===== config.mk =====
export PLATFORM = sky130hd
export DESIGN_NAME = cc_cv_charge_controller
export DESIGN_NICKNAME = d
export VERILOG_FILES = /design/src/hdl/ccv_pkg.sv /design/src/hdl/ccv_cfg_regs.sv /design/src/hdl/ccv_step.sv /design/src/hdl/cc_cv_charge_controller.sv
export VERILOG_INCLUDE_DIRS = /design/src /design/src/hdl
export SDC_FILE = /design/constraint.sdc
export NUM_CORES = 1
export LEC_CHECK = 0
export ABC_AREA = 1
export BUFFER_PORTS_ARGS = -buffer_cell sky130_fd_sc_hd__buf_2
export CAP_MARGIN = 10
export CORE_UTILIZATION = 38
export DETAILED_ROUTE_END_ITERATION = 7
export PLACE_DENSITY = 0.6
export SETUP_SLACK_MARGIN = 0.2
export SLEW_MARGIN = 15
export SYNTH_ARGS = -nofsm -noshare
export SYNTH_HDL_FRONTEND = slang
export SYNTH_HIERARCHICAL = 1
export SYNTH_SLANG_ARGS = --single-unit

===== constraint.sdc =====
create_clock -name clk_i -period 9.2 [get_ports clk_i]
set_input_delay 1.84 -clock clk_i [delete_from_list [all_inputs] [get_ports clk_i]]
set_output_delay 1.84 -clock clk_i [all_outputs]
set_load 0.1 [all_outputs]

===== src/hdl/cc_cv_charge_controller_macros.svh =====
// Assertion macros for the CC/CV charge controller
// Used by the modules that carry concurrent checks; relies on clk_i and rst_ni in scope
`ifndef CC_CV_CHARGE_CONTROLLER_MACROS_SVH
`define CC_CV_CHARGE_CONTROLLER_MACROS_SVH
`ifndef SYNTHESIS
// condition that must hold at every clock edge out of reset
`define CCV_ASSERT(lbl, expr) \
  lbl: assert property (@(posedge clk_i) disable iff (!rst_ni) (expr)) \
    else $error("check failed");
// same-cycle implication
`define CCV_ASSERT_IMPL(lbl, ante, cons) \
  lbl: assert property (@(posedge clk_i) disable iff (!rst_ni) (ante) |-> (cons)) \
    else $error("check failed");
// next-cycle implication
`define CCV_ASSERT_NEXT(lbl, ante, cons) \
  lbl: assert property (@(posedge clk_i) disable iff (!rst_ni) (ante) |=> (cons)) \
    else $error("check failed");
`else
`define CCV_ASSERT(lbl, expr)
`define CCV_ASSERT_IMPL(lbl, ante, cons)
`define CCV_ASSERT_NEXT(lbl, ante, cons)
`endif
`endif


===== src/hdl/ccv_pkg.sv =====
// Shared types and constants for the CC/CV charge controller
// No dependencies
package ccv_pkg;

  localparam int unsigned RegW   = 13;
  localparam int unsigned MeasW  = 16;
  localparam int unsigned DriveW = 16;
  localparam int unsigned CfgAddrW = 3;

  // register indexes of the configuration port
  localparam logic [CfgAddrW-1:0] CFG_TARGET_VOLTAGE = 3'd0;
  localparam logic [CfgAddrW-1:0] CFG_TARGET_CURRENT = 3'd1;
  localparam logic [CfgAddrW-1:0] CFG_CUTOFF_CURRENT = 3'd2;
  localparam logic [CfgAddrW-1:0] CFG_MIN_VOLTAGE    = 3'd3;
  localparam logic [CfgAddrW-1:0] CFG_MAX_VOLTAGE    = 3'd4;

  // register reset values
  localparam logic [RegW-1:0] RST_TARGET_VOLTAGE = 13'd4200;
  localparam logic [RegW-1:0] RST_TARGET_CURRENT = 13'd1000;
  localparam logic [RegW-1:0] RST_CUTOFF_CURRENT = 13'd50;
  localparam logic [RegW-1:0] RST_MIN_VOLTAGE    = 13'd1000;
  localparam logic [RegW-1:0] RST_MAX_VOLTAGE    = 13'd4350;

  // regulation constants
  localparam logic [DriveW-1:0] DRIVE_MAX      = 16'hFFFF;
  localparam logic [DriveW-1:0] CV_COARSE_STEP = 16'd10;
  localparam logic [MeasW:0]    CV_FINE_BAND   = 17'd5;
  localparam logic [MeasW:0]    SUCCESS_MARGIN = 17'd3;
  localparam logic [MeasW-1:0]  MIN_CURRENT    = 16'd10;

  // command codes
  localparam logic CMD_START  = 1'b0;
  localparam logic CMD_SAMPLE = 1'b1;

  typedef enum logic [2:0] {
    ST_IDLE    = 3'd0,
    ST_CC      = 3'd1,
    ST_CV      = 3'd2,
    ST_SUCCESS = 3'd3,
    ST_VFAULT  = 3'd4,
    ST_NOCUR   = 3'd5
  } status_e;

  typedef struct packed {
    logic [RegW-1:0] volt_setpoint;
    logic [RegW-1:0] curr_setpoint;
    logic [RegW-1:0] cutoff_current;
    logic [RegW-1:0] min_voltage;
    logic [RegW-1:0] max_voltage;
  } cfg_t;

  typedef struct packed {
    logic [DriveW-1:0] drive;
    logic              running;
    status_e           outcome;
  } chg_state_t;

endpackage


===== src/hdl/ccv_cfg_regs.sv =====
// Configuration register file of the CC/CV charge controller
// Depends on ccv_pkg
module ccv_cfg_regs import ccv_pkg::*; (
  input  logic                clk_i,
  input  logic                rst_ni,
  input  logic                cfg_we_i,
  input  logic [CfgAddrW-1:0] cfg_addr_i,
  input  logic [RegW-1:0]     cfg_wdata_i,
  output cfg_t                cfg_o
);

  cfg_t cfg_q, cfg_d;

  // decode of the register index, unknown indexes are dropped
  always_comb begin
    cfg_d = cfg_q;
    if (cfg_we_i) begin
      unique case (cfg_addr_i)
        CFG_TARGET_VOLTAGE: cfg_d.volt_setpoint  = cfg_wdata_i;
        CFG_TARGET_CURRENT: cfg_d.curr_setpoint  = cfg_wdata_i;
        CFG_CUTOFF_CURRENT: cfg_d.cutoff_current = cfg_wdata_i;
        CFG_MIN_VOLTAGE:    cfg_d.min_voltage    = cfg_wdata_i;
        CFG_MAX_VOLTAGE:    cfg_d.max_voltage    = cfg_wdata_i;
        default:            cfg_d                = cfg_q;
      endcase
    end
  end

  always_ff @(posedge clk_i or negedge rst_ni) begin
    if (!rst_ni) begin
      cfg_q.volt_setpoint  <= RST_TARGET_VOLTAGE;
      cfg_q.curr_setpoint  <= RST_TARGET_CURRENT;
      cfg_q.cutoff_current <= RST_CUTOFF_CURRENT;
      cfg_q.min_voltage    <= RST_MIN_VOLTAGE;
      cfg_q.max_voltage    <= RST_MAX_VOLTAGE;
    end else begin
      cfg_q <= cfg_d;
    end
  end

  assign cfg_o = cfg_q;

endmodule


===== src/hdl/ccv_step.sv =====
// Next-state logic of the CC/CV regulator for one word
// Depends on ccv_pkg
module ccv_step import ccv_pkg::*; (
  input  cfg_t             cfg_i,
  input  chg_state_t       state_i,
  input  logic             command_i,
  input  logic [MeasW-1:0] cell_voltage_i,
  input  logic [MeasW-1:0] cell_current_i,
  output chg_state_t       state_o
);

  logic [MeasW-1:0] tv, tc, cut, vmin, vmax;
  logic             in_cc, at_target, in_cv, fine_band, done_ok, low_cur;
  logic             cur_below, cur_above;
  logic [DriveW:0]  inc_sum;
  logic [DriveW-1:0] drive_inc, drive_dec1, drive_dec10, drive_start;

  // widen registers to the measurement width
  assign tv   = MeasW'(cfg_i.volt_setpoint);
  assign tc   = MeasW'(cfg_i.curr_setpoint);
  assign cut  = MeasW'(cfg_i.cutoff_current);
  assign vmin = MeasW'(cfg_i.min_voltage);
  assign vmax = MeasW'(cfg_i.max_voltage);

  // voltage window decode
  assign in_cc     = (cell_voltage_i > vmin) && (cell_voltage_i < tv);
  assign at_target = (cell_voltage_i == tv);
  assign in_cv     = (cell_voltage_i > tv) && (cell_voltage_i < vmax);
  assign fine_band = ({1'b0, cell_voltage_i} <= ({1'b0, tv} + CV_FINE_BAND));

  assign cur_below = (cell_current_i < tc);
  assign cur_above = (cell_current_i > tc);

  // end-of-charge: v > tv-3 and c < cut-1, rearranged to avoid negatives
  assign done_ok = (({1'b0, cell_voltage_i} + SUCCESS_MARGIN) > {1'b0, tv}) &&
                   (({1'b0, cell_current_i} + 17'd1) < {1'b0, cut});
  assign low_cur = (cell_current_i < MIN_CURRENT);

  // saturating drive steps
  assign inc_sum     = {1'b0, state_i.drive} + (DriveW+1)'(1);
  assign drive_inc   = inc_sum[DriveW] ? DRIVE_MAX : inc_sum[DriveW-1:0];
  assign drive_dec1  = (state_i.drive != '0) ? state_i.drive - DriveW'(1) : '0;
  assign drive_dec10 = (state_i.drive > CV_COARSE_STEP) ?
                       state_i.drive - CV_COARSE_STEP : '0;
  assign drive_start = {{(DriveW-RegW-1){1'b0}}, cfg_i.curr_setpoint, 1'b0};

  always_comb begin
    status_e mode;
    logic    fault;
    mode    = ST_IDLE;
    fault   = 1'b0;
    state_o = state_i;
    if (command_i == CMD_START) begin
      state_o.drive   = drive_start;
      state_o.running = 1'b1;
      state_o.outcome = ST_IDLE;
    end else if (state_i.running) begin
      // drive step by regulation mode
      priority if (in_cc) begin
        if (cur_below)      state_o.drive = drive_inc;
        else if (cur_above) state_o.drive = drive_dec1;
        mode = ST_CC;
      end else if (at_target) begin
        mode = ST_CV;
      end else if (in_cv) begin
        state_o.drive = fine_band ? drive_dec1 : drive_dec10;
        mode = ST_CV;
      end else begin
        fault = 1'b1;
        mode  = ST_VFAULT;
      end
      // run termination, voltage fault first
      priority if (fault) begin
        state_o.running = 1'b0;
        state_o.outcome = ST_VFAULT;
      end else if (done_ok) begin
        state_o.running = 1'b0;
        state_o.outcome = ST_SUCCESS;
      end else if (low_cur) begin
        state_o.running = 1'b0;
        state_o.outcome = ST_NOCUR;
      end else begin
        state_o.outcome = mode;
      end
    end
  end

endmodule


===== src/hdl/cc_cv_charge_controller.sv =====
// CC/CV charge controller top level: input stage, regulator state and result register
// Depends on ccv_pkg, ccv_cfg_regs, ccv_step and the assertion macros header
//
// One word in, one word out. An input word is taken into an input register,
// its regulator step is worked out in a single combinational pass and written
// to the state register, which is also the result register on the master side.
// A new word can be taken every clock cycle while the master side does not stall;
// the accepting edge loads the input register, and the state/result register is
// written when the word leaves the input register. A word leaves the input
// register when the result slot is empty or its result is taken in the same
// cycle, and the slave side is ready whenever the input register is empty or
// its word leaves. A start word (tuser 0) loads the drive value with twice the
// target current and enables charging; sample words (tuser 1) step the drive
// value and may end the run. The user must write configuration registers only
// while no word is in flight; the block itself does not enforce this.
`include "cc_cv_charge_controller_macros.svh"
module cc_cv_charge_controller import ccv_pkg::*; (
  input  logic                clk_i,
  input  logic                rst_ni,
  // configuration write port
  input  logic                cfg_we_i,
  input  logic [CfgAddrW-1:0] cfg_addr_i,
  input  logic [RegW-1:0]     cfg_wdata_i,
  // slave side
  input  logic                s_axis_tvalid,
  output logic                s_axis_tready,
  input  logic [31:0]         s_axis_tdata,   // cell_voltage[15:0], cell_current[31:16]
  input  logic [0:0]          s_axis_tuser,   // command[0]
  // master side
  output logic                m_axis_tvalid,
  input  logic                m_axis_tready,
  output logic [23:0]         m_axis_tdata    // drive_value[15:0], charge_enable[16],
                                              // status[19:17], zero[23:20]
);

  cfg_t             cfg;
  chg_state_t       state_q, state_d;
  logic             in_valid_q;
  logic             cmd_q;
  logic [MeasW-1:0] volt_q, curr_q;
  logic             out_valid_q;
  logic             out_free, fire, in_take;

  ccv_cfg_regs u_cfg (
    .clk_i       (clk_i),
    .rst_ni      (rst_ni),
    .cfg_we_i    (cfg_we_i),
    .cfg_addr_i  (cfg_addr_i),
    .cfg_wdata_i (cfg_wdata_i),
    .cfg_o       (cfg)
  );

  // handshake: result slot frees when empty or taken
  assign out_free      = !out_valid_q || m_axis_tready;
  assign fire          = in_valid_q && out_free;
  assign s_axis_tready = !in_valid_q || fire;
  assign in_take       = s_axis_tvalid && s_axis_tready;

  // input register
  always_ff @(posedge clk_i or negedge rst_ni) begin
    if (!rst_ni) begin
      in_valid_q <= 1'b0;
    end else if (s_axis_tready) begin
      in_valid_q <= s_axis_tvalid;
    end
  end

  always_ff @(posedge clk_i) begin
    if (in_take) begin
      cmd_q  <= s_axis_tuser[0];
      volt_q <= s_axis_tdata[15:0];
      curr_q <= s_axis_tdata[31:16];
    end
  end

  ccv_step u_step (
    .cfg_i          (cfg),
    .state_i        (state_q),
    .command_i      (cmd_q),
    .cell_voltage_i (volt_q),
    .cell_current_i (curr_q),
    .state_o        (state_d)
  );

  // regulator state, doubles as the result register
  always_ff @(posedge clk_i or negedge rst_ni) begin
    if (!rst_ni) begin
      state_q     <= '{drive: '0, running: 1'b0, outcome: ST_IDLE};
      out_valid_q <= 1'b0;
    end else begin
      if (fire) begin
        state_q <= state_d;
      end
      if (out_free) begin
        out_valid_q <= fire;
      end
    end
  end

  assign m_axis_tvalid = out_valid_q;
  assign m_axis_tdata  = {4'b0000, state_q.outcome, state_q.running, state_q.drive};

  // checks
  `CCV_ASSERT_NEXT(a_start_loads, fire && (cmd_q == CMD_START),
                   state_q.running && (state_q.outcome == ST_IDLE))
  `CCV_ASSERT_NEXT(a_idle_sample_holds, fire && (cmd_q == CMD_SAMPLE) && !state_q.running,
                   $stable(state_q.drive) && !state_q.running)
  `CCV_ASSERT_IMPL(a_end_disables, state_q.outcome == ST_SUCCESS ||
                   state_q.outcome == ST_VFAULT || state_q.outcome == ST_NOCUR,
                   !state_q.running)
  `CCV_ASSERT_IMPL(a_run_status, state_q.running, state_q.outcome == ST_IDLE ||
                   state_q.outcome == ST_CC || state_q.outcome == ST_CV)
  `CCV_ASSERT_IMPL(a_ready_when_empty, !out_valid_q, s_axis_tready)

endmodule


Yosys cells after proc, flatten, opt, wreduce, memory -nomap -nowiden
Index checks and enable logic that the tools add are counted.
{ "totals": {"reg_bits": 120, "input_bits": 54, "out_inout_bits": 26, "elab_cells": 80} }
{ "op_classes": {"addsub": 6, "n_lt_le_gt_ge": 11, "n_eq_ne": 9, "muxes": 23, "reduce_logical": 18} }
{ "op_table": {"columns": ["operator", "count"], "rows": [
  ["16-bit two-way mux", 9],
  ["16-bit by 13-bit greater-than comparator with 1-bit output", 3],
  ["16-bit by 13-bit < comparator with 1-bit output", 3],
  ["20-bit two-way mux", 2],
  ["16-bit by 1-bit adder with 17-bit output (second input constant)", 2],
  ["16-bit by 2-bit adder with 17-bit output (second input constant)", 1],
  ["17-bit by 13-bit greater-than comparator with 1-bit output", 1],
  ["16-bit by 17-bit less-or-equal comparator with 1-bit output", 1],
  ["17-bit by 13-bit < comparator with 1-bit output", 1],
  ["16-bit by 13-bit equality test with 1-bit output", 1],
  ["16-bit by 4-bit greater-than comparator with 1-bit output (second input constant)", 1],
  ["16-bit by 4-bit < comparator with 1-bit output (second input constant)", 1],
  ["16-bit nonzero test", 1],
  ["16-bit by 1-bit subtractor with 16-bit output (second input constant)", 1],
  ["16-bit by 4-bit subtractor with 16-bit output (second input constant)", 1],
  ["13-bit by 3-bit adder with 14-bit output (second input constant)", 1],
  ["3-bit two-way mux", 4],
  ["2-bit AND reduction", 6],
  ["4-bit two-way mux", 2],
  ["3-bit by 2-bit equality test with 1-bit output (second input constant)", 2],
  ["1-bit two-way mux", 6],
  ["1-bit logical AND", 5],
  ["5-bit AND reduction", 1],
  ["4-bit inequality test (second input constant)", 1],
  ["8 further kinds", 10]
]} }

Depth between registers and ports, before layout
Gate-level depths: netlist (run 1).
{ "logic_depth": {"word_depth": 10, "ltp_mapped": 24, "depth_no_buf": 24} }

Hierarchy
Netlist (run 1), hierarchy kept.
{ "modules_own_cells": {"columns": ["module", "n_inst", "cells_each", "area_each_um2", "seq_area_each_um2"], "rows": [
  ["ccv_step", 1, 1096, 5978.2, 0.0],
  ["ccv_cfg_regs", 1, 294, 2778.9, 1660.3],
  ["cc_cv_charge_controller", 1, 134, 1894.3, 1541.5]
]} }

Worst setup path before layout (run 1)
Ideal clock, no wire load.
{ "synth_timing": {"path_kind": "in2out", "startpoint": "input port m_axis_tready", "endpoint": "output port s_axis_tready", "arrival_ns": 2.638, "required_time_ns": 7.360, "path_slack_ns": 4.722, "path_stages": 2, "n_path_buf": 0, "cell_sequence": "inv_2 nand3_1"} }
{ "synth_between": {"elab_chain_cells": 3} }
{ "synth_rtl": {"columns": ["item", "line", "source"], "rows": [
  ["from (decl)", "cc_cv_charge_controller.sv:31", "input logic m_axis_tready,"],
  ["1-bit logical OR", "cc_cv_charge_controller.sv:54", "assign out_free = !out_valid_q || m_axis_tready;"],
  ["1-bit logical AND", "cc_cv_charge_controller.sv:55", "assign fire = in_valid_q && out_free;"],
  ["1-bit logical OR", "cc_cv_charge_controller.sv:56", "assign s_axis_tready = !in_valid_q || fire;"],
  ["to (decl)", "cc_cv_charge_controller.sv:26", "output logic s_axis_tready,"]
]} }
Every way passes these cells.

Worst setup path after layout (run 1)
Same ends and word-level chain as after synthesis.

==> results of run 1 <==
## Yosys cell counts, drive strengths merged, types with 5 or more instances
library cell	instances
nand3	170
a21oi	73
nor3	21
nand4	25
buf	55
edfxtp	33
and3	5
nor2	115
dfrtp	60
clkbuf	5
inv	186
nand2	541
o21ai	30
xor2	50
nand3b	6
ha	99
dfstp	27
## worst register-to-register path, delay by kind of cell, from the launching register on
family	cells	cell delay, ns
AO/OA/AOI/OAI	1	0.16
AND/OR/NAND/NOR	15	2.52
flip-flops	1	0.56
adder cells (fa/ha/maj)	1	0.33
XOR/XNOR	1	0.16
buffers and inverters	3	0.36
## area by class of cell
| cell class | count | area share [%] |
|---|---|---|
| clock inverter | 7 | 0.761 |
| timing repair buffer | 78 | 3.43 |
| clock buffer | 25 | 4.43 |
| tap | 372 | 3.99 |
| multi-input combinational | 1161 | 53.9 |
| inverter | 186 | 6.00 |
| sequential | 120 | 27.4 |
## state kept, by name (all words and copies together), names as in the netlist
| register | cells |
|---|---|
| u_cfg/cfg_o | 65 |
| m_axis_tdata | 20 |
| curr_q | 16 |
| volt_q | 16 |
| cmd_q | 1 |
| in_valid_q | 1 |
| m_axis_tvalid | 1 |
## layer usage
metal / vias up / part of all wire (%)
li1: 4957 / -
met1: 4440 / 48
met2: 262 / 45
met3: 31 / 5.4
met4: 0 / 1.7
met5: - / 0
## final timing paths
check / start / endpoint / slack, ns / depth (start not counted)
min reg2reg: u_cfg/cfg_o[12] / u_cfg/cfg_o[12] / 0.46 / 2
max: m_axis_tready / s_axis_tready / 4.85 / 4
min in group asynchronous: rst_ni / m_axis_tdata[13] / 1.35 / 1
min: u_cfg/cfg_o[12] / u_cfg/cfg_o[12] / 0.46 / 2
max in group asynchronous: rst_ni / u_cfg/cfg_o[23] / 6.75 / 2
max reg2reg: u_cfg/cfg_o[55] / m_axis_tdata[0] / 5.04 / 21
## kinds of logic (layout without fill, tap and decap cells)
logic type	Yosys count	count (layout)	share of synthesized area, %
flip-flops	120	120	30.1
adder cells (fa/ha/maj)	99	99	11.6
AO/OA/AOI/OAI	115	115	5.97
AND/OR/NAND/NOR	889	889	36.9
XOR/XNOR	54	54	4.44
other	1	4	0.0352
buffers and inverters	246	296	10.9
## where the power goes
group / internal [mW] / switching [mW] / leakage (nW)
clock network: 0.443 / 0.240 / 0.299
registers: 0.663 / 0.180 / 1.36
logic: 0.397 / 0.878 / 4.43
## metrics by stage
| step | power, mW | utilization [%] |
|---|---|---|
| global route | 3.02 | 42.8 |
| CTS | 2.81 | 42.8 |
| global placement | 2.09 | 40.6 |
| finish | 2.80 | 42.8 |
| detailed placement | 2.11 | 40.6 |
| floorplan | 1.85 | - |
==> impl_metrics.py, run 1 <==
metrics = {
    "drt": {
        "viasPerCell": 4.97,
        "vias": 9690,
        "firstDrtPassIters": 5,
        "routed_wirelength_um": 28600,
        "ant_nets": 0,
        "post-route-drc-count": 0,
        "wl_per_cell_um": 14.7,
        "drt_iter0_markers": 737,
    },
    "logic_synthesis": {
        "yosys_warnings": 6,
        "synth_area_leaders": "nand2_1 19%, dfrtp_1 14%, ha_1 12%, edfxtp_1 9.3%, nand3_1 7.5%",
        "synthFlopType": "dfrtp_1",
        "synth_seq_area_share_pct": 30.1,
        "synth_edf_count": 33,
        "synth_area_per_cell_um2": 6.99,
        "yosysTopAreaCellShare_pct": 18.7,
        "synthArstFlopShare_pct": 72.5,
        "synth.distinct_cells": 42,
        "synthesis.area_um2": 10700,
        "yosysTopAreaCell": "nand2_1",
        "ys_ff_latch": 120,
        "synth_cells": 1524,
    },
    "cells_and_area": {
        "nFillCells": 2802,
        "multi_input_area_um2": 6290,
        "antenna_cells": 0,
        "layout_common_cells": "530 x nand2_1, 177 x inv_1, 160 x nand3_1",
        "fin_nets": 1717,
        "final_area_um2": 11700,
        "drive_above_1_share_pct": 12.3,
        "regArea_um2": 3200,
        "area_growth_pct": 9.55,
        "final_common_cell": "nand2_1",
        "stdcell_count": 1949,
    },
    "timing": {
        "skew_ns": 0.0114,
        "setup_slack_ns": 4.85,
        "slew_violations": 0,
        "tightest_slew_ns": 0.803,
        "fin_crit_ns": 4.35,
        "max_freq_ghz": 0.230,
        "whs_ns": 0.460,
        "finalSetupTns_ns": 0,
        "setup_viol": 0,
        "hold_viol_final": 0,
        "relSlewSlack_pct": 46.3,
        "fin_crit_sh_pct": 47.3,
        "rsz0062_at_grt": "no",
    },
    "critical_path": {
        "path_max_fanout": 3,
        "arrival_ns": 2.51,
        "cp-start-kind": "primary input",
        "crit_required_ns": 7.36,
        "path_cells": "buf_2, inv_2, nand3_1, buf_2",
        "path_class": "in2out",
        "slowest_delay_ns": 0.46,
        "critPathTopFamily": "buffers and inverters",
        "end_kind": "output pin",
        "crit_buf_inv": 3,
        "cp_common_cell": "buf_2",
        "crit_slowest_cell": "buf_2",
    },
    "floorplan": {
        "core_um2": 27300,
        "initial_core_util_pct": 39.1,
        "row_count": 60,
        "ios": 80,
        "dieArea_um2": 28700,
        "die_x_um": 169,
        "die_h_um": 169,
    },
    "grt": {
        "grt-ovfl-total": 0,
        "use_met3_pct": 2.85,
        "grt_util_met1_pct": 28.6,
        "grt_util_all_layers_pct": 20.8,
        "busiest_layer": "met2",
        "use_met2_pct": 33.7,
        "antenna_found_initial": 0,
        "grt_pass1_vias": 9327,
        "grt_pass1_wl_um": 47300,
        "grt_max_degree": 59,
    },
    "placed_design": {
        "placement.cell_area_um2": 11100,
        "dp_slack_ns": 4.85,
        "gp_congestion": 0.935,
        "place_inst": 1917,
        "port_buffers": 75,
        "post-dp-hpwl_um": 21300,
    },
    "clocking": {
        "cts_sinks": 120,
        "cts_inserted_buffers": 17,
        "postCtsSetupBuffers": 0,
        "clockRootBuffer": "clkbuf_16",
        "tritoncts": "yes",
        "htreeDepth": 4,
        "cts-resized-gates": 0,
        "clk_pin_slew_ns": 0.05,
        "insertion_delay_ns": 0.42,
        "clk_path_buf_depth": 2,
        "ctsHoldBuffers": 0,
    },
    "pwr": {
        "leakage_nw": 6.09,
        "power_density_nw_per_um2": 240,
        "ir_worst_vdd_v": 0.000155,
    },
    "job": {
        "max_cap_viol_count": 0,
    },
    "worst_hold_path": {
        "hp-class": "reg2reg",
    },
    "status": {
        "status": "completed",
    },
}
No activity file was read; power rests on OpenSTA's default activity.
==> inputs of run 2 (changes only) <==
--- a/config.mk
+++ b/config.mk
@@ -6,12 +6,12 @@
 export SDC_FILE = /design/constraint.sdc
 export NUM_CORES = 1
 export LEC_CHECK = 0
-export ABC_AREA = 1
+export ABC_AREA = 0
 export BUFFER_PORTS_ARGS = -buffer_cell sky130_fd_sc_hd__buf_2
 export CAP_MARGIN = 10
 export CORE_UTILIZATION = 38
 export DETAILED_ROUTE_END_ITERATION = 7
-export PLACE_DENSITY = 0.6
+export PLACE_DENSITY = 0.62
 export SETUP_SLACK_MARGIN = 0.2
 export SLEW_MARGIN = 15
 export SYNTH_ARGS = -nofsm -noshare
==> constraint.sdc (replaced) <==
create_clock -name clk_i -period 3.5 [get_ports clk_i]
set_input_delay 0.7 -clock clk_i [delete_from_list [all_inputs] [get_ports clk_i]]
set_output_delay 0.7 -clock clk_i [all_outputs]
set_load 0.1 [all_outputs]
==> impl_metrics.py, run 2 <==
metrics = {
    "pwr": {
        "leakage_nw": 5.40,
        "power_density_nw_per_um2": 601,
        "p_sw_share_pct": 42.5,
        "p_switching_mw": 3.17,
        "p_int_mw": 4.29,
        "ir_worst_vdd_v": 0.000474,
        "combinationalPowerShare_pct": 47.4,
        "seqPwrFrac_pct": 26.9,
        "clockPowerShare_pct": 25.7,
    },
    "placed_design": {
        "dp_slack_ns": -0.748,
        "post-dp-hpwl_um": 23000,
        "port_buffers": 75,
        "place_inst": 1494,
        "gp_congestion": 0.941,
    },
    "critical_path": {
        "crit_start": "u_cfg/cfg_o[57]",
        "crit_buf_inv": 2,
        "crit_cells": 17,
        "crit_required_ns": 3.81,
        "arrival_ns": 4.52,
        "r2r-end": "m_axis_tdata[9]",
        "ff2ff_path_depth": 17,
        "cp_common_cell": "nor3_4",
        "crit_slowest_cell": "dfstp_2",
        "path_cells": "inv_2, nor3_4, nand3_2, or3_4, buf_6, nor3_4, xnor2_1, ha_1, nand2_2, or4_4, nor3_4, nor2_2, nand3_1, a21boi_1, or4_1, a211o_1, mux2_4",
        "critPathTopFamily": "simple AND/OR/NAND/NOR gates",
        "path_max_fanout": 4,
        "r2r-start": "u_cfg/cfg_o[57]",
        "crit_path_end": "m_axis_tdata[9]",
        "r2r_setup_slack_ns": -0.71,
        "cp-start-kind": "flop",
        "path_class": "reg2reg",
        "end_kind": "flop",
        "slowest_delay_ns": 0.54,
    },
    "logic_synthesis": {
        "yosys_warnings": 6,
        "ys_ff_latch": 120,
        "synth_area_per_cell_um2": 9.57,
        "yosysTopAreaCell": "dfrtp_1",
        "synth.distinct_cells": 83,
        "synth_area_leaders": "dfrtp_1 16%, ha_1 13%, edfxtp_1 10%, mux2_2 8.0%, dfstp_2 7.4%",
        "yosysTopAreaCellShare_pct": 15.7,
        "synth_cells": 1002,
        "synthesis.area_um2": 9590,
        "synthFlopType": "dfrtp_1",
        "synthArstFlopShare_pct": 72.5,
        "synthTopCellsByCount": "99 x ha_1, 77 x inv_1, 69 x nand2_1, 68 x mux2_2, 62 x o21ai_0",
        "yosysMostFrequentCell": "ha_1",
        "synth_edf_count": 33,
        "synth_seq_area_share_pct": 33.4,
    },
    "timing": {
        "rsz0062_at_grt": "yes",
        "max_freq_ghz": 0.237,
        "skew_ns": 0.0127,
        "finalSetupTns_ns": -9.81,
        "hold_viol_final": 0,
        "fin_crit_sh_pct": 120,
        "setup_viol": 16,
        "fin_crit_ns": 4.21,
        "tightest_slew_ns": 1.02,
        "setup_slack_ns": -0.715,
        "slew_violations": 0,
        "relSlewSlack_pct": 31.6,
    },
    "clocking": {
        "insertion_delay_ns": 0.42,
        "clk_path_buf_depth": 2,
        "ctsHoldBuffers": 0,
        "tritoncts": "yes",
        "clockRootBuffer": "clkbuf_16",
        "cts_sinks": 120,
        "clk_pin_slew_ns": 0.07,
        "cts_inserted_buffers": 17,
        "htreeDepth": 4,
    },
    "grt": {
        "grt-ovfl-total": 0,
        "grt_pass1_wl_um": 49000,
        "grt_max_degree": 50,
        "grt_util_all_layers_pct": 24.6,
        "antenna_found_initial": 0,
        "grt_pass1_vias": 8641,
    },
    "drt": {
        "firstDrtPassIters": 7,
        "routed_wirelength_um": 31400,
        "ant_nets": 0,
        "drt_iter0_markers": 814,
        "wl_per_cell_um": 20.2,
        "viasPerCell": 5.65,
        "vias": 8773,
        "post-route-drc-count": 0,
    },
    "cells_and_area": {
        "antenna_cells": 0,
        "stdcell_count": 1554,
        "area_growth_pct": 29.3,
        "fin_nets": 1370,
        "largest_reg_flops": 65,
        "layout_common_cells": "149 x buf_4, 96 x ha_1, 74 x buf_2, 74 x inv_1, 66 x mux2_2",
        "drive_above_1_share_pct": 38.0,
        "final_common_cell": "buf_4",
    },
    "floorplan": {
        "row_count": 57,
        "initial_core_util_pct": 39.1,
        "die_x_um": 161,
        "dieArea_um2": 25900,
        "ios": 80,
        "core_um2": 24500,
        "die_h_um": 161,
    },
    "status": {
        "violations": "negative setup slack",
        "status": "finished with violations",
    },
    "worst_hold_path": {
        "hp-class": "in2async",
    },
    "job": {
        "max_cap_viol_count": 0,
    },
}
-- run 2: changes by cell type after synthesis, sizes merged, moves of 34 or more --
cell | previous run | this run
buf | 55 | 19
xor2 | 50 | 15
inv | 186 | 77
nand2 | 541 | 70
mux2 | 0 | 88
nand3 | 170 | 37
nor2 | 115 | 60
o21ai | 30 | 64
-- run 2: routing by layer --
layer  part of all wire, %  GRT usage [%]
met3                   5.3           3.67
met4                   3.0           9.39
met1                    45           32.7
met5                     0              0
met2                    46           40.3
-- run 2: cells by family (layout without fill, tap and decap cells) --
group | count (synthesis) | in the layout | share of synthesized area [%]
AND/OR/NAND/NOR | 300 | 300 | 16.6
flip-flops | 120 | 120 | 33.4
AO/OA/AOI/OAI | 226 | 226 | 15.8
buffers and inverters | 121 | 346 | 5.87
other | 1 | 4 | 0.0391
XOR/XNOR | 46 | 46 | 4.20
multiplexers | 89 | 89 | 11.2
adder cells (fa/ha/maj) | 99 | 99 | 12.9
-- run 2: area by class of cell --
| class | count | area [µm²] |
|---|---|---|
| sequential | 120 | 3200 |
| fill | 2316 | 12100 |
| multi-input combinational | 764 | 6210 |
| clock inverter | 15 | 198 |
| tap | 324 | 405 |
| clock buffer | 17 | 425 |
| timing repair buffer | 237 | 1660 |
| inverter | 77 | 297 |
-- run 2: repair_timing --
item                       CTS  global route
pin swaps                   24            40
buffers inserted            15            12
setup endpoints to repair   20            20
gates cloned                 1             0
gates resized for setup     44            50
-- run 2: how the worst min path moves through the flow --
stage | from | end | slack (ns)
final | rst_ni | m_axis_tdata[1] | 0.37
after floorplan | rst_ni | in_valid_q | 0.40
after global placement | in_valid_q | m_axis_tvalid | 0.48
after CTS | rst_ni | m_axis_tdata[1] | 0.38
after global routing | rst_ni | m_axis_tdata[0] | 0.41
after detailed placement | u_cfg/cfg_o[32] | u_cfg/cfg_o[32] | 0.50
-- run 2: worst register-to-register path: cells and delay by family (launching register included) --
family,cells,cell delay (ns)
simple gates,10,2.36
flops,1,0.54
fa+ha+maj,1,0.34
compound gates,2,0.33
mux,1,0.27
buf+inv,2,0.18
xor+xnor,1,0.08
-- run 2: per-stage QoR --
stage	power, mW	util [%]	instance area [µm²]	hold WS (ns)
2_1_floorplan	4.33	-	9630	0.404
3_3_place_gp	5.28	45.5	11200	0.483
3_5_place_dp	5.33	45.5	11200	0.498
4_1_cts	7.35	49.2	12100	0.380
5_1_grt	7.85	50.5	12400	0.406
6_report	7.45	50.5	12400	0.366
-- run 2: power by group through the flow --
| stage | clock network (mW) | logic (mW) | registers, mW |
|---|---|---|---|
| 2_1_floorplan | 0 | 1.78 | 2.55 |
| 3_3_place_gp | 0 | 3.26 | 2.02 |
| 3_5_place_dp | 0 | 3.30 | 2.03 |
| 4_1_cts | 1.95 | 3.40 | 2.00 |
| 5_1_grt | 2.00 | 3.81 | 2.04 |
| 6_report | 1.92 | 3.53 | 2.01 |
==> inputs of run 3 (changes only) <==
--- a/config.mk
+++ b/config.mk
@@ -9,9 +9,9 @@
 export ABC_AREA = 0
 export BUFFER_PORTS_ARGS = -buffer_cell sky130_fd_sc_hd__buf_2
 export CAP_MARGIN = 10
-export CORE_UTILIZATION = 38
+export CORE_UTILIZATION = 56
 export DETAILED_ROUTE_END_ITERATION = 7
-export PLACE_DENSITY = 0.62
+export PLACE_DENSITY = 0.83
 export SETUP_SLACK_MARGIN = 0.2
 export SLEW_MARGIN = 15
 export SYNTH_ARGS = -nofsm -noshare
==> impl_metrics.py, run 3 (synthesized netlist as in run 2, its figures left out) <==
metrics = {
    "floorplan": {
        "dieArea_um2": 17600,
        "core_um2": 16600,
        "initial_core_util_pct": 57.6,
        "die_x_um": 133,
        "row_count": 47,
        "die_h_um": 133,
        "ios": 80,
    },
    "clocking": {
        "clk_path_buf_depth": 2,
        "cts_inserted_buffers": 17,
        "tritoncts": "yes",
        "htreeDepth": 4,
        "clockRootBuffer": "clkbuf_16",
        "cts_sinks": 120,
        "insertion_delay_ns": 0.42,
        "clk_pin_slew_ns": 0.06,
    },
    "timing": {
        "rsz0062_at_grt": "yes",
        "slew_violations": 0,
        "fin_crit_ns": 4.21,
        "setup_viol": 16,
        "relSlewSlack_pct": 28.6,
        "fin_crit_sh_pct": 120,
        "skew_ns": 0.00646,
        "setup_slack_ns": -0.705,
        "hold_viol_final": 0,
        "tightest_slew_ns": 1.07,
        "max_freq_ghz": 0.238,
    },
    "pwr": {
        "p_int_mw": 4.21,
        "power_density_nw_per_um2": 625,
        "p_switching_mw": 3.29,
        "p_sw_share_pct": 43.9,
        "clockPowerShare_pct": 24.5,
        "seqPwrFrac_pct": 26.5,
        "combinationalPowerShare_pct": 49.0,
        "leakage_nw": 5.23,
        "ir_worst_vdd_v": 0.000476,
    },
    "cells_and_area": {
        "antenna_cells": 0,
        "layout_common_cells": "133 x buf_4, 96 x ha_1, 74 x buf_2, 74 x inv_1, 68 x mux2_2",
        "fin_nets": 1347,
        "stdcell_count": 1427,
        "largest_reg_flops": 65,
        "final_area_um2": 12000,
        "final_common_cell": "buf_4",
        "drive_above_1_share_pct": 36.4,
        "multi_input_area_um2": 6180,
        "nFillCells": 1105,
        "area_growth_pct": 25.2,
        "regArea_um2": 3200,
    },
    "placed_design": {
        "gp_congestion": 1.02,
        "place_inst": 1372,
        "dp_slack_ns": -0.717,
        "placement.cell_area_um2": 10900,
        "post-dp-hpwl_um": 22400,
        "port_buffers": 75,
    },
    "status": {
        "status": "finished with violations",
        "violations": "negative setup slack",
    },
    "grt": {
        "grt_util_all_layers_pct": 37.5,
        "grt_max_degree": 61,
        "grt-ovfl-total": 0,
        "grt_pass1_wl_um": 50400,
        "antenna_found_initial": 0,
        "grt_pass1_vias": 9304,
    },
    "critical_path": {
        "end_kind": "flop",
        "cp-start-kind": "flop",
        "path_cells": "inv_2, nor3_4, nand3_2, or3_4, buf_4, nor3_4, xnor2_1, ha_1, buf_4, buf_4, nand4_1, a211o_1, and3_4, o21ai_4, nor4_2, or4_1, a211o_1, mux2_4",
        "r2r-start": "u_cfg/cfg_o[57]",
        "path_class": "reg2reg",
        "path_max_fanout": 3,
        "cp_common_cell": "buf_4",
        "slowest_delay_ns": 0.55,
        "crit_required_ns": 3.80,
        "arrival_ns": 4.51,
        "crit_slowest_cell": "dfstp_2",
        "crit_start": "u_cfg/cfg_o[57]",
    },
    "drt": {
        "wl_per_cell_um": 23.5,
        "firstDrtPassIters": 6,
        "ant_nets": 0,
        "routed_wirelength_um": 33500,
        "post-route-drc-count": 0,
        "drt_iter0_markers": 1036,
        "viasPerCell": 6.61,
        "vias": 9432,
    },
    "worst_hold_path": {
        "hp-class": "in2async",
    },
    "job": {
        "max_cap_viol_count": 0,
    },
}
==> run 3: repair_timing <==
item	4_1_cts	5_1_grt
buffers inserted	15	8
pin swaps	38	29
hold buffers	0	0
resized for setup	45	38
endpoints found under the setup margin	20	20
==> run 3: routing by layer <==
| metal | routed length, µm | track usage (%) | part of all wire [%] |
|---|---|---|---|
| met5 | 0 | 0 | 0 |
| met1 | 12600 | 44.3 | 38 |
| met3 | 3060 | 9.58 | 9.1 |
| met4 | 2020 | 21.5 | 6.0 |
| met2 | 15800 | 61.8 | 47 |
==> run 3: power by group through the flow <==
stage / clock network [mW] / logic, mW / registers, mW
final: 1.84 / 3.67 / 1.99
after global routing: 1.91 / 3.87 / 2.02
after CTS: 1.83 / 3.44 / 1.98
after detailed placement: 0 / 3.31 / 2.00
after global placement: 0 / 3.24 / 1.98
after floorplan: 0 / 1.78 / 2.55
==> run 3: worst max-delay path, delay by kind of cell, from the launching register on <==
| family | cells | cell delay, ns |
|---|---|---|
| AND/OR/NAND/NOR | 8 | 1.69 |
| buffers and inverters | 4 | 0.42 |
| adder cells (fa/ha/maj) | 1 | 0.31 |
| XOR/XNOR | 1 | 0.10 |
| multiplexers | 1 | 0.27 |
| flip-flops | 1 | 0.55 |
| AO/OA/AOI/OAI | 3 | 0.73 |
==> run 3: stage by stage <==
step                      utilization (%)  hold WS (ns)  power (mW)  TNS (ns)
final                                72.1         0.385        7.50     -8.58
after global placement               65.4         0.480        5.22     -7.91
after global routing                 72.1         0.432        7.80    -10.44
after detailed placement             65.4         0.496        5.31     -9.15
after CTS                            70.8         0.404        7.25     -7.80
after floorplan                         -         0.404        4.33     -5.29
==> run 3: layout make-up <==
| type | count | area share [%] |
|---|---|---|
| Inverter | 77 | 2.41 |
| Timing Repair Buffer | 214 | 12.1 |
| Tap cell | 220 | 2.29 |
| Sequential cell | 120 | 26.7 |
| Clock buffer | 18 | 3.58 |
| Clock inverter | 14 | 1.44 |
| Multi-Input combinational cell | 764 | 51.5 |
==> run 3: worst paths after layout <==
| kind | to | slack, ns | cells past startpoint |
|---|---|---|---|
| max | m_axis_tdata[9] | -0.71 | 18 |
| min | m_axis_tdata[3] | 0.39 | 1 |
| max reg2reg | m_axis_tdata[9] | -0.71 | 18 |
| min reg2reg | u_cfg/cfg_o[34] | 0.51 | 1 |
| max in group asynchronous | u_cfg/cfg_o[55] | 2.32 | 2 |
| min in group clk_i | volt_q[2] | 0.45 | 1 |
